==> src/job_queue_with_min_extract_macros.svh <==
// Assertion macros shared by the job queue design.
`ifndef JOB_QUEUE_WITH_MIN_EXTRACT_MACROS_SVH
`define JOB_QUEUE_WITH_MIN_EXTRACT_MACROS_SVH

// Check that cons holds in the same cycle as ante.
`define JQME_ASSERT_NOW(label, clk, rst_n, ante, cons, msg) \
    label: assert property (@(posedge clk) disable iff (!(rst_n)) (ante) |-> (cons)) \
        else $error(msg);

// Check that cons holds in the cycle after ante.
`define JQME_ASSERT_NEXT(label, clk, rst_n, ante, cons, msg) \
    label: assert property (@(posedge clk) disable iff (!(rst_n)) (ante) |=> (cons)) \
        else $error(msg);

`endif

==> src/jqme_pkg.sv <==
// Shared types, codes and constants of the job queue.
package jqme_pkg;

    localparam int QUEUE_DEPTH_DEF = 16;
    localparam int LIMIT_W         = 17;
    localparam int PAGES_W         = 16;
    localparam int HELD_W          = 5;
    localparam logic [LIMIT_W-1:0] LIMIT_RESET = 17'd100;

    localparam logic [1:0] ACT_ENQUEUE  = 2'd0;
    localparam logic [1:0] ACT_DEQUEUE  = 2'd1;
    localparam logic [1:0] ACT_PRIORITY = 2'd2;

    localparam logic [1:0] STAT_DONE  = 2'd0;
    localparam logic [1:0] STAT_FULL  = 2'd1;
    localparam logic [1:0] STAT_EMPTY = 2'd2;
    localparam logic [1:0] STAT_NONE  = 2'd3;

    typedef struct packed {
        logic [PAGES_W-1:0] pages;
        logic [7:0]         tail;
        logic [63:0]        head;
        logic [31:0]        id;
    } job_t;

    // Running best candidate handed from cell to cell
    typedef struct packed {
        logic found;
        job_t job;
    } scan_t;

    // Per-cell control from the queue controller
    typedef struct packed {
        logic held;
        logic wr;
        logic shift;
    } cell_ctl_t;

endpackage

==> src/job_queue_with_min_extract.sv <==
// Top level of the job queue with oldest-first and smallest-eligible removal.
//
//  channel   dir  handshake          payload
//  s_        in   s_tvalid/s_tready  tuser: action; tdata: job
//  m_        out  m_tvalid/m_tready  tuser: status; tdata: job, jobs held
//  cfg_      in   cfg_wr_en          cfg_wr_data: priority page limit
//
// Enqueue, dequeue and the unused action register their result in the cycle after accept.
// Priority removal: the candidate walks the cell chain one cell per cycle; once the
// output register is free, the found job is removed and the rest shift up.
// Reset (aresetn low, synchronous) empties the queue and sets the limit to 100.
// A result waits in the output register; an item is accepted while no priority
// search runs and that register is empty or being taken.
`include "job_queue_with_min_extract_macros.svh"

module job_queue_with_min_extract #(
    parameter int QUEUE_DEPTH = jqme_pkg::QUEUE_DEPTH_DEF
) (
    input  logic                          aclk,
    input  logic                          aresetn,
    // slave side
    input  logic                          s_tvalid,
    output logic                          s_tready,
    input  logic [1:0]                    s_tuser,  // action
    input  logic [119:0]                  s_tdata,  // job_id, name_head, name_tail,
                                                    // page_count
    // master side
    output logic                          m_tvalid,
    input  logic                          m_tready,
    output logic [1:0]                    m_tuser,  // status
    output logic [127:0]                  m_tdata,  // out_job_id, out_name_head,
                                                    // out_name_tail, out_page_count,
                                                    // jobs_held, zero pad
    // configuration
    input  logic                          cfg_wr_en,
    input  logic [jqme_pkg::LIMIT_W-1:0]  cfg_wr_data
);
    import jqme_pkg::*;

    localparam int IDX_W = $clog2(QUEUE_DEPTH);
    localparam int OCC_W = $clog2(QUEUE_DEPTH + 1);
    localparam logic [IDX_W-1:0] CNT_LAST = IDX_W'(QUEUE_DEPTH - 1);
    localparam logic [OCC_W-1:0] OCC_FULL = OCC_W'(QUEUE_DEPTH);

    localparam logic S_IDLE = 1'b0;
    localparam logic S_SCAN = 1'b1;

    logic               state_reg, state_next;
    logic [IDX_W-1:0]   cnt_reg, cnt_next;
    logic [OCC_W-1:0]   occ_reg, occ_next;
    logic [LIMIT_W-1:0] limit_reg;

    logic               m_tvalid_reg;
    logic [1:0]         m_status_reg;
    job_t               m_job_reg;
    logic [HELD_W-1:0]  m_held_reg;

    logic               accept, out_free;
    logic               res_load;
    logic [1:0]         res_status;
    job_t               res_job;
    logic               wr_any, shift_any;
    logic [IDX_W-1:0]   pos;
    job_t               in_job;

    job_t               jobs [QUEUE_DEPTH];
    scan_t              chain [QUEUE_DEPTH];
    logic [IDX_W-1:0]   chain_idx [QUEUE_DEPTH];
    scan_t              scan_init;

    assign in_job.id    = s_tdata[31:0];
    assign in_job.head  = s_tdata[95:32];
    assign in_job.tail  = s_tdata[103:96];
    assign in_job.pages = s_tdata[119:104];

    assign out_free = !m_tvalid_reg || m_tready;
    assign s_tready = (state_reg == S_IDLE) && out_free;
    assign accept   = s_tvalid && s_tready;

    assign scan_init.found = 1'b0;
    assign scan_init.job   = '0;

    // Build the cell chain
    for (genvar i = 0; i < QUEUE_DEPTH; i++) begin : g_cell
        cell_ctl_t        ctl;
        scan_t            sc_in;
        logic [IDX_W-1:0] ix_in;
        job_t             nx_job;

        assign ctl.held  = OCC_W'(i) < occ_reg;
        assign ctl.wr    = wr_any && (occ_reg == OCC_W'(i));
        assign ctl.shift = shift_any && (IDX_W'(i) >= pos);

        if (i == 0) begin : g_head
            assign sc_in = scan_init;
            assign ix_in = '0;
        end else begin : g_body
            assign sc_in = chain[i-1];
            assign ix_in = chain_idx[i-1];
        end

        if (i == QUEUE_DEPTH - 1) begin : g_last
            assign nx_job = '0;
        end else begin : g_more
            assign nx_job = jobs[i+1];
        end

        jqme_cell #(
            .IDX   (i),
            .IDX_W (IDX_W)
        ) u_cell (
            .aclk         (aclk),
            .ctl          (ctl),
            .limit        (limit_reg),
            .wr_job       (in_job),
            .next_job     (nx_job),
            .scan_in      (sc_in),
            .scan_idx_in  (ix_in),
            .job          (jobs[i]),
            .scan_out     (chain[i]),
            .scan_idx_out (chain_idx[i])
        );
    end

    // Decode the action and sequence the priority search
    always_comb begin
        state_next = state_reg;
        cnt_next   = cnt_reg;
        occ_next   = occ_reg;
        res_load   = 1'b0;
        res_status = STAT_DONE;
        res_job    = '0;
        wr_any     = 1'b0;
        shift_any  = 1'b0;
        pos        = '0;
        unique case (state_reg)
            S_IDLE: begin
                if (accept) begin
                    unique case (s_tuser)
                        ACT_ENQUEUE: begin
                            res_load = 1'b1;
                            if (occ_reg == OCC_FULL) begin
                                res_status = STAT_FULL;
                            end else begin
                                wr_any   = 1'b1;
                                occ_next = occ_reg + OCC_W'(1);
                            end
                        end
                        ACT_DEQUEUE: begin
                            res_load = 1'b1;
                            if (occ_reg == '0) begin
                                res_status = STAT_EMPTY;
                            end else begin
                                shift_any = 1'b1;
                                res_job   = jobs[0];
                                occ_next  = occ_reg - OCC_W'(1);
                            end
                        end
                        ACT_PRIORITY: begin
                            if (occ_reg == '0) begin
                                res_load   = 1'b1;
                                res_status = STAT_EMPTY;
                            end else begin
                                state_next = S_SCAN;
                                cnt_next   = '0;
                            end
                        end
                        default: begin
                            res_load = 1'b1;
                        end
                    endcase
                end
            end
            S_SCAN: begin
                if (cnt_reg != CNT_LAST) begin
                    cnt_next = cnt_reg + IDX_W'(1);
                end else if (out_free) begin
                    res_load   = 1'b1;
                    state_next = S_IDLE;
                    if (chain[QUEUE_DEPTH-1].found) begin
                        shift_any = 1'b1;
                        pos       = chain_idx[QUEUE_DEPTH-1];
                        res_job   = chain[QUEUE_DEPTH-1].job;
                        occ_next  = occ_reg - OCC_W'(1);
                    end else begin
                        res_status = STAT_NONE;
                    end
                end
            end
            default: begin
                state_next = S_IDLE;
            end
        endcase
    end

    // Control registers and page limit
    always_ff @(posedge aclk) begin
        if (!aresetn) begin
            state_reg <= S_IDLE;
            cnt_reg   <= '0;
            occ_reg   <= '0;
            limit_reg <= LIMIT_RESET;
        end else begin
            state_reg <= state_next;
            cnt_reg   <= cnt_next;
            occ_reg   <= occ_next;
            if (cfg_wr_en) begin
                limit_reg <= cfg_wr_data;
            end
        end
    end

    // Hold the result until it is taken
    always_ff @(posedge aclk) begin
        if (!aresetn) begin
            m_tvalid_reg <= 1'b0;
        end else if (res_load) begin
            m_tvalid_reg <= 1'b1;
        end else if (m_tready) begin
            m_tvalid_reg <= 1'b0;
        end
    end

    always_ff @(posedge aclk) begin
        if (res_load) begin
            m_status_reg <= res_status;
            m_job_reg    <= res_job;
            m_held_reg   <= HELD_W'(occ_next);
        end
    end

    assign m_tvalid = m_tvalid_reg;
    assign m_tuser  = m_status_reg;
    assign m_tdata  = {3'b000, m_held_reg, m_job_reg.pages, m_job_reg.tail,
                       m_job_reg.head, m_job_reg.id};

    // Checks
    `JQME_ASSERT_NOW(a_occ_bound, aclk, aresetn, 1'b1, occ_reg <= OCC_FULL,
        "occupancy above queue depth")
    `JQME_ASSERT_NEXT(a_occ_step, aclk, aresetn, 1'b1,
        (occ_reg == $past(occ_reg)) || (occ_reg == $past(occ_reg) + OCC_W'(1))
        || (occ_reg + OCC_W'(1) == $past(occ_reg)),
        "occupancy moved by more than one")
    `JQME_ASSERT_NOW(a_no_load_stalled, aclk, aresetn, m_tvalid_reg && !m_tready,
        !res_load, "result loaded over a waiting item")

endmodule

==> src/jqme_cell.sv <==
// One queue cell: holds a job and passes the running minimum to its neighbor.
module jqme_cell #(
    parameter int IDX   = 0,
    parameter int IDX_W = 4
) (
    input  logic                            aclk,
    input  jqme_pkg::cell_ctl_t             ctl,
    input  logic [jqme_pkg::LIMIT_W-1:0]    limit,
    input  jqme_pkg::job_t                  wr_job,
    input  jqme_pkg::job_t                  next_job,
    input  jqme_pkg::scan_t                 scan_in,
    input  logic [IDX_W-1:0]                scan_idx_in,
    output jqme_pkg::job_t                  job,
    output jqme_pkg::scan_t                 scan_out,
    output logic [IDX_W-1:0]                scan_idx_out
);
    import jqme_pkg::*;

    job_t               job_reg;
    scan_t              scan_reg;
    scan_t              scan_next;
    logic [IDX_W-1:0]   idx_reg;
    logic [IDX_W-1:0]   idx_next;
    logic [LIMIT_W-1:0] threshold;
    logic               take;

    // Load a new job, or take the neighbor's job to close a gap
    always_ff @(posedge aclk) begin
        if (ctl.wr) begin
            job_reg <= wr_job;
        end else if (ctl.shift) begin
            job_reg <= next_job;
        end
    end

    // Replace the candidate when a held job is strictly smaller (or below the limit)
    always_comb begin
        threshold = scan_in.found ? {1'b0, scan_in.job.pages} : limit;
        take      = ctl.held && ({1'b0, job_reg.pages} < threshold);
        if (take) begin
            scan_next.found = 1'b1;
            scan_next.job   = job_reg;
            idx_next        = IDX_W'(IDX);
        end else begin
            scan_next = scan_in;
            idx_next  = scan_idx_in;
        end
    end

    // Advance the candidate one cell per cycle
    always_ff @(posedge aclk) begin
        scan_reg <= scan_next;
        idx_reg  <= idx_next;
    end

    assign job          = job_reg;
    assign scan_out     = scan_reg;
    assign scan_idx_out = idx_reg;

endmodule
==> config.mk <==
export PLATFORM = sky130hd
export DESIGN_NAME = job_queue_with_min_extract
export DESIGN_NICKNAME = d
export VERILOG_FILES = /design/src/jqme_pkg.sv /design/src/job_queue_with_min_extract.sv /design/src/jqme_cell.sv
export VERILOG_INCLUDE_DIRS = /design/src /design/src/src
export SDC_FILE = /design/constraint.sdc
export NUM_CORES = 2
export LEC_CHECK = 0
export ABC_AREA = 0
export CAP_MARGIN = 20
export CORE_MARGIN = 1.5
export CORE_UTILIZATION = 50
export CTS_BUF_LIST = sky130_fd_sc_hd__clkbuf_16
export DETAILED_ROUTE_END_ITERATION = 10
export DONT_BUFFER_PORTS = 1
export PLACE_DENSITY = 0.61
export REMOVE_ABC_BUFFERS = 1
export SETUP_SLACK_MARGIN = 0.1
export SLEW_MARGIN = 20
export SYNTH_ARGS = -nofsm -noshare
export SYNTH_HDL_FRONTEND = slang
export SYNTH_SLANG_ARGS = --single-unit
==> constraint.sdc <==
create_clock -name aclk -period 21.3 [get_ports aclk]
set_input_delay 1.065 -clock aclk [delete_from_list [all_inputs] [get_ports aclk]]
set_output_delay 1.065 -clock aclk [all_outputs]
set_load 0.05 [all_outputs]
==> results.json <==
{
  "netlist_top_cells_area": "edfxtp_1, dfxtp_1, mux2_2",
  "synth_top_cell_by_area": "edfxtp_1",
  "die_w_microns": 564,
  "period_share": 0.292,
  "cts_tree": "yes",
  "numCtsBuffers": 415,
  "synth_cell_type_count": 63,
  "postRouteAntennaNets": 0,
  "gp_congestion": 0.838,
  "fin_area_sq_um": 175000,
  "antenna_found_initial": 25,
  "rsz0062_at_grt": "no",
  "placeableCoreArea_sq_um": 313000,
  "worst-slew-pin-transition_ns": 1.19,
  "dpl_cell_area_sq_um": 162000,
  "regToRegStartpoint": "occ_reg[0]$_SDFF_PN0_",
  "cp.arrival_ns": 6.77,
  "clock_path_buffers": 4,
  "p_leak_uw": 0.0653,
  "dp_slack_ns": 15.06,
  "slew_headroom": 0.203,
  "row_count": 205,
  "ios": 276,
  "skew_ns": 0.0478,
  "mappedNetlistArea_sq_um": 158000,
  "finalCriticalPeriod_ns": 6.22,
  "crit_path_end_kind": "register",
  "startpoint_type": "register",
  "viasPerCell": 5.84,
  "maxCapViolCount": 0,
  "firstDrtPassIters": 5,
  "outcome": "finished clean",
  "vias": 83600,
  "path_max_fanout": 47,
  "max_freq_ghz": 0.161,
  "setup_ws_ns": 15.08,
  "routedWlPerCell_microns": 30.3,
  "initial_core_util": 0.504,
  "gr-total-overflow": 0,
  "netlist.area_leader.share": 0.390,
  "synth_ff_type": "edfxtp_1",
  "powerDensity_nw_per_um2": 125,
  "cts_resized": 0,
  "critical_path_required_ns": 21.85,
  "timing.setup.critical_path_class": "register to register",
  "nets": 10200,
  "syn_avg_cell_area_sq_um": 16.0,
  "synthCells": 9863,
  "synth-seq-cells": 4060,
  "cts_hold_buf": 0,
  "grt_pass1_wl_microns": 624000,
  "yosys_warnings": 0,
  "area_growth_pct": 11.0,
  "first_iter_violations": 7352,
  "die_area_sq_um": 318000,
  "startpoint": "occ_reg[0]$_SDFF_PN0_",
  "post_cts_buffers": 0,
  "timing.rr.end": "g_cell[11].u_cell.job[11]$_DFFE_PP_",
  "async_reset_ff_frac": 0,
  "reg2reg_depth": 11,
  "largest_reg_flops": 1936,
  "wl_microns": 433000,
  "grt_pass1_vias": 87500,
  "fp.dieH_microns": 564,
  "peakVddDrop_v": 0.0000739,
  "setup-tns-final_ns": 0,
  "grt_max_degree": 121,
  "grtUsageTotal": 0.269,
  "fill_cells": 24500,
  "htree_levels": 5,
  "min_path_type": "primary input to register",
  "synth_seq_area_share": 0.646,
  "dp_hpwl_microns": 242000,
  "drv_slew": 0,
  "clock_latency_ns": 0.97,
  "cts_sinks": 4060,
  "reg2reg_slack_ns": 15.08,
  "drive_above_1_share": 0.434,
  "synth-edff-count": 2047,
  "critical_path.endpoint": "g_cell[11].u_cell.job[11]$_DFFE_PP_",
  "finalHoldViolations": 0,
  "drc": 0,
  "setup_viol_count_final": 0,
  "cts_root_buffer": "clkbuf_16",
  "total_power_uw": 21800,
  "io_buffers": 0,
  "cts.clk_slew.worst_paths_ns": 0.06
}
## worst min path at each step
| stage | startpoint | to | slack (ns) | depth (start not counted) |
|---|---|---|---|---|
| floorplan | g_cell[11].u_cell.scan_idx_out[2]$_SDFF_PP0_ | g_cell[12].u_cell.scan_idx_out[2]$_SDFF_PP1_ | 0.39 | 1 |
| global placement | g_cell[4].u_cell.scan_idx_out[2]$_SDFF_PP1_ | g_cell[5].u_cell.scan_idx_out[2]$_SDFF_PP1_ | 0.39 | 1 |
| detailed placement | g_cell[11].u_cell.scan_idx_out[2]$_SDFF_PP0_ | g_cell[12].u_cell.scan_idx_out[2]$_SDFF_PP1_ | 0.39 | 1 |
| CTS | aresetn | limit_reg[5]$_SDFFE_PN1P_ | 0.14 | 1 |
| global route | aresetn | limit_reg[6]$_SDFFE_PN1P_ | 0.21 | 1 |
| finish | aresetn | limit_reg[5]$_SDFFE_PN1P_ | 0.23 | 1 |
## area by class of cell
type                            count  area [sq um]  area share
Antenna cell                       13          32.5    0.000186
Clock buffer                      426         10700      0.0610
Clock inverter                    359          2420      0.0138
Inverter                           29           109    0.000623
Multi-Input combinational cell   5116         53200       0.304
Sequential cell                  4060        102000       0.582
Tap cell                         4140          5180      0.0296
Timing Repair Buffer              163          1440     0.00821
## kinds of logic (layout without fill, tap and decap cells)
kind of cell	count (synthesis)	count (layout)	share of synthesized area
other	1	16	0.0000238
AOI/OAI and AO/OA	405	405	0.0179
muxes	3856	3856	0.275
and+or+nand+nor	597	597	0.0225
xor gates and xnor gates	5	5	0.000278
DFF	4060	4060	0.646
adders and majority gates	250	250	0.0199
buffers and inverters	689	977	0.0186
## worst max-delay path, stage by stage, from the launching register on
cell      delay [ns]
dfxtp_1         0.59
inv_1           0.29
ha_1            0.33
nor3b_1         0.22
a21oi_1         0.39
nand2_1         0.24
nor3b_1         0.79
nor2b_4         0.29
buf_4           0.69
o21bai_4        0.26
buf_4           0.72
buf_4           0.91
## power breakdown
| part | internal (uW) | switching [uW] | leakage [uW] |
|---|---|---|---|
| Combinational | 1940 | 1720 | 0.0228 |
| Sequential | 10300 | 887 | 0.0355 |
| Clock | 3890 | 3130 | 0.00690 |
| Total | 16100 | 5730 | 0.0653 |
## cells in the mapped netlist (all sizes together), types with 7 or more instances
library cell	count
mux2	3601
edfxtp	2047
dfxtp	2013
clkbuf	390
buf	270
mux2i	255
ha	250
and2	140
nor3b	126
a21oi	121
a22o	120
nand2	84
o21ai	51
nor2	47
nor2b	38
a21o	35
nand2b	30
inv	29
nand3	29
nand4	29
or2	28
nor4	13
o211ai	12
nor3	10
o2111ai	10
o21a	10
and3	7
## metal layers
metal	GRT usage	wire length, microns	vias to the layer above
li1	-	-	36800
met1	0.379	197000	43600
met2	0.423	196000	2567
met3	0.0512	27700	660
met4	0.0800	12500	2
met5	0	13	-
## layout by cell type (no fill, tap or decap), types with 45 or more instances in the layout
master     synthesis  final
clkinv_1           0     98
o21ai_0           49     45
mux2_2          3556   3556
mux2_4            45     45
dfxtp_1         2013   2008
and2_1           139    139
clkbuf_16          0    426
nand2_1           84     76
mux2i_1          255    255
a21oi_1          121    116
clkinv_2           0     74
nor3b_1          126    125
ha_1             250    250
a22o_1           120    120
buf_4              4    146
inv_1             29    159
edfxtp_1        2047   2047
## per-stage QoR
step	hold slack [ns]	cells	util
5_1_grt	0.205	14300	0.559
6_report	0.225	14300	0.559
3_5_place_dp	0.394	13500	0.517
2_1_floorplan	0.386	9205	-
3_3_place_gp	0.389	13500	0.517
4_1_cts	0.143	14300	0.559
(Power assumes the default switching activity.)
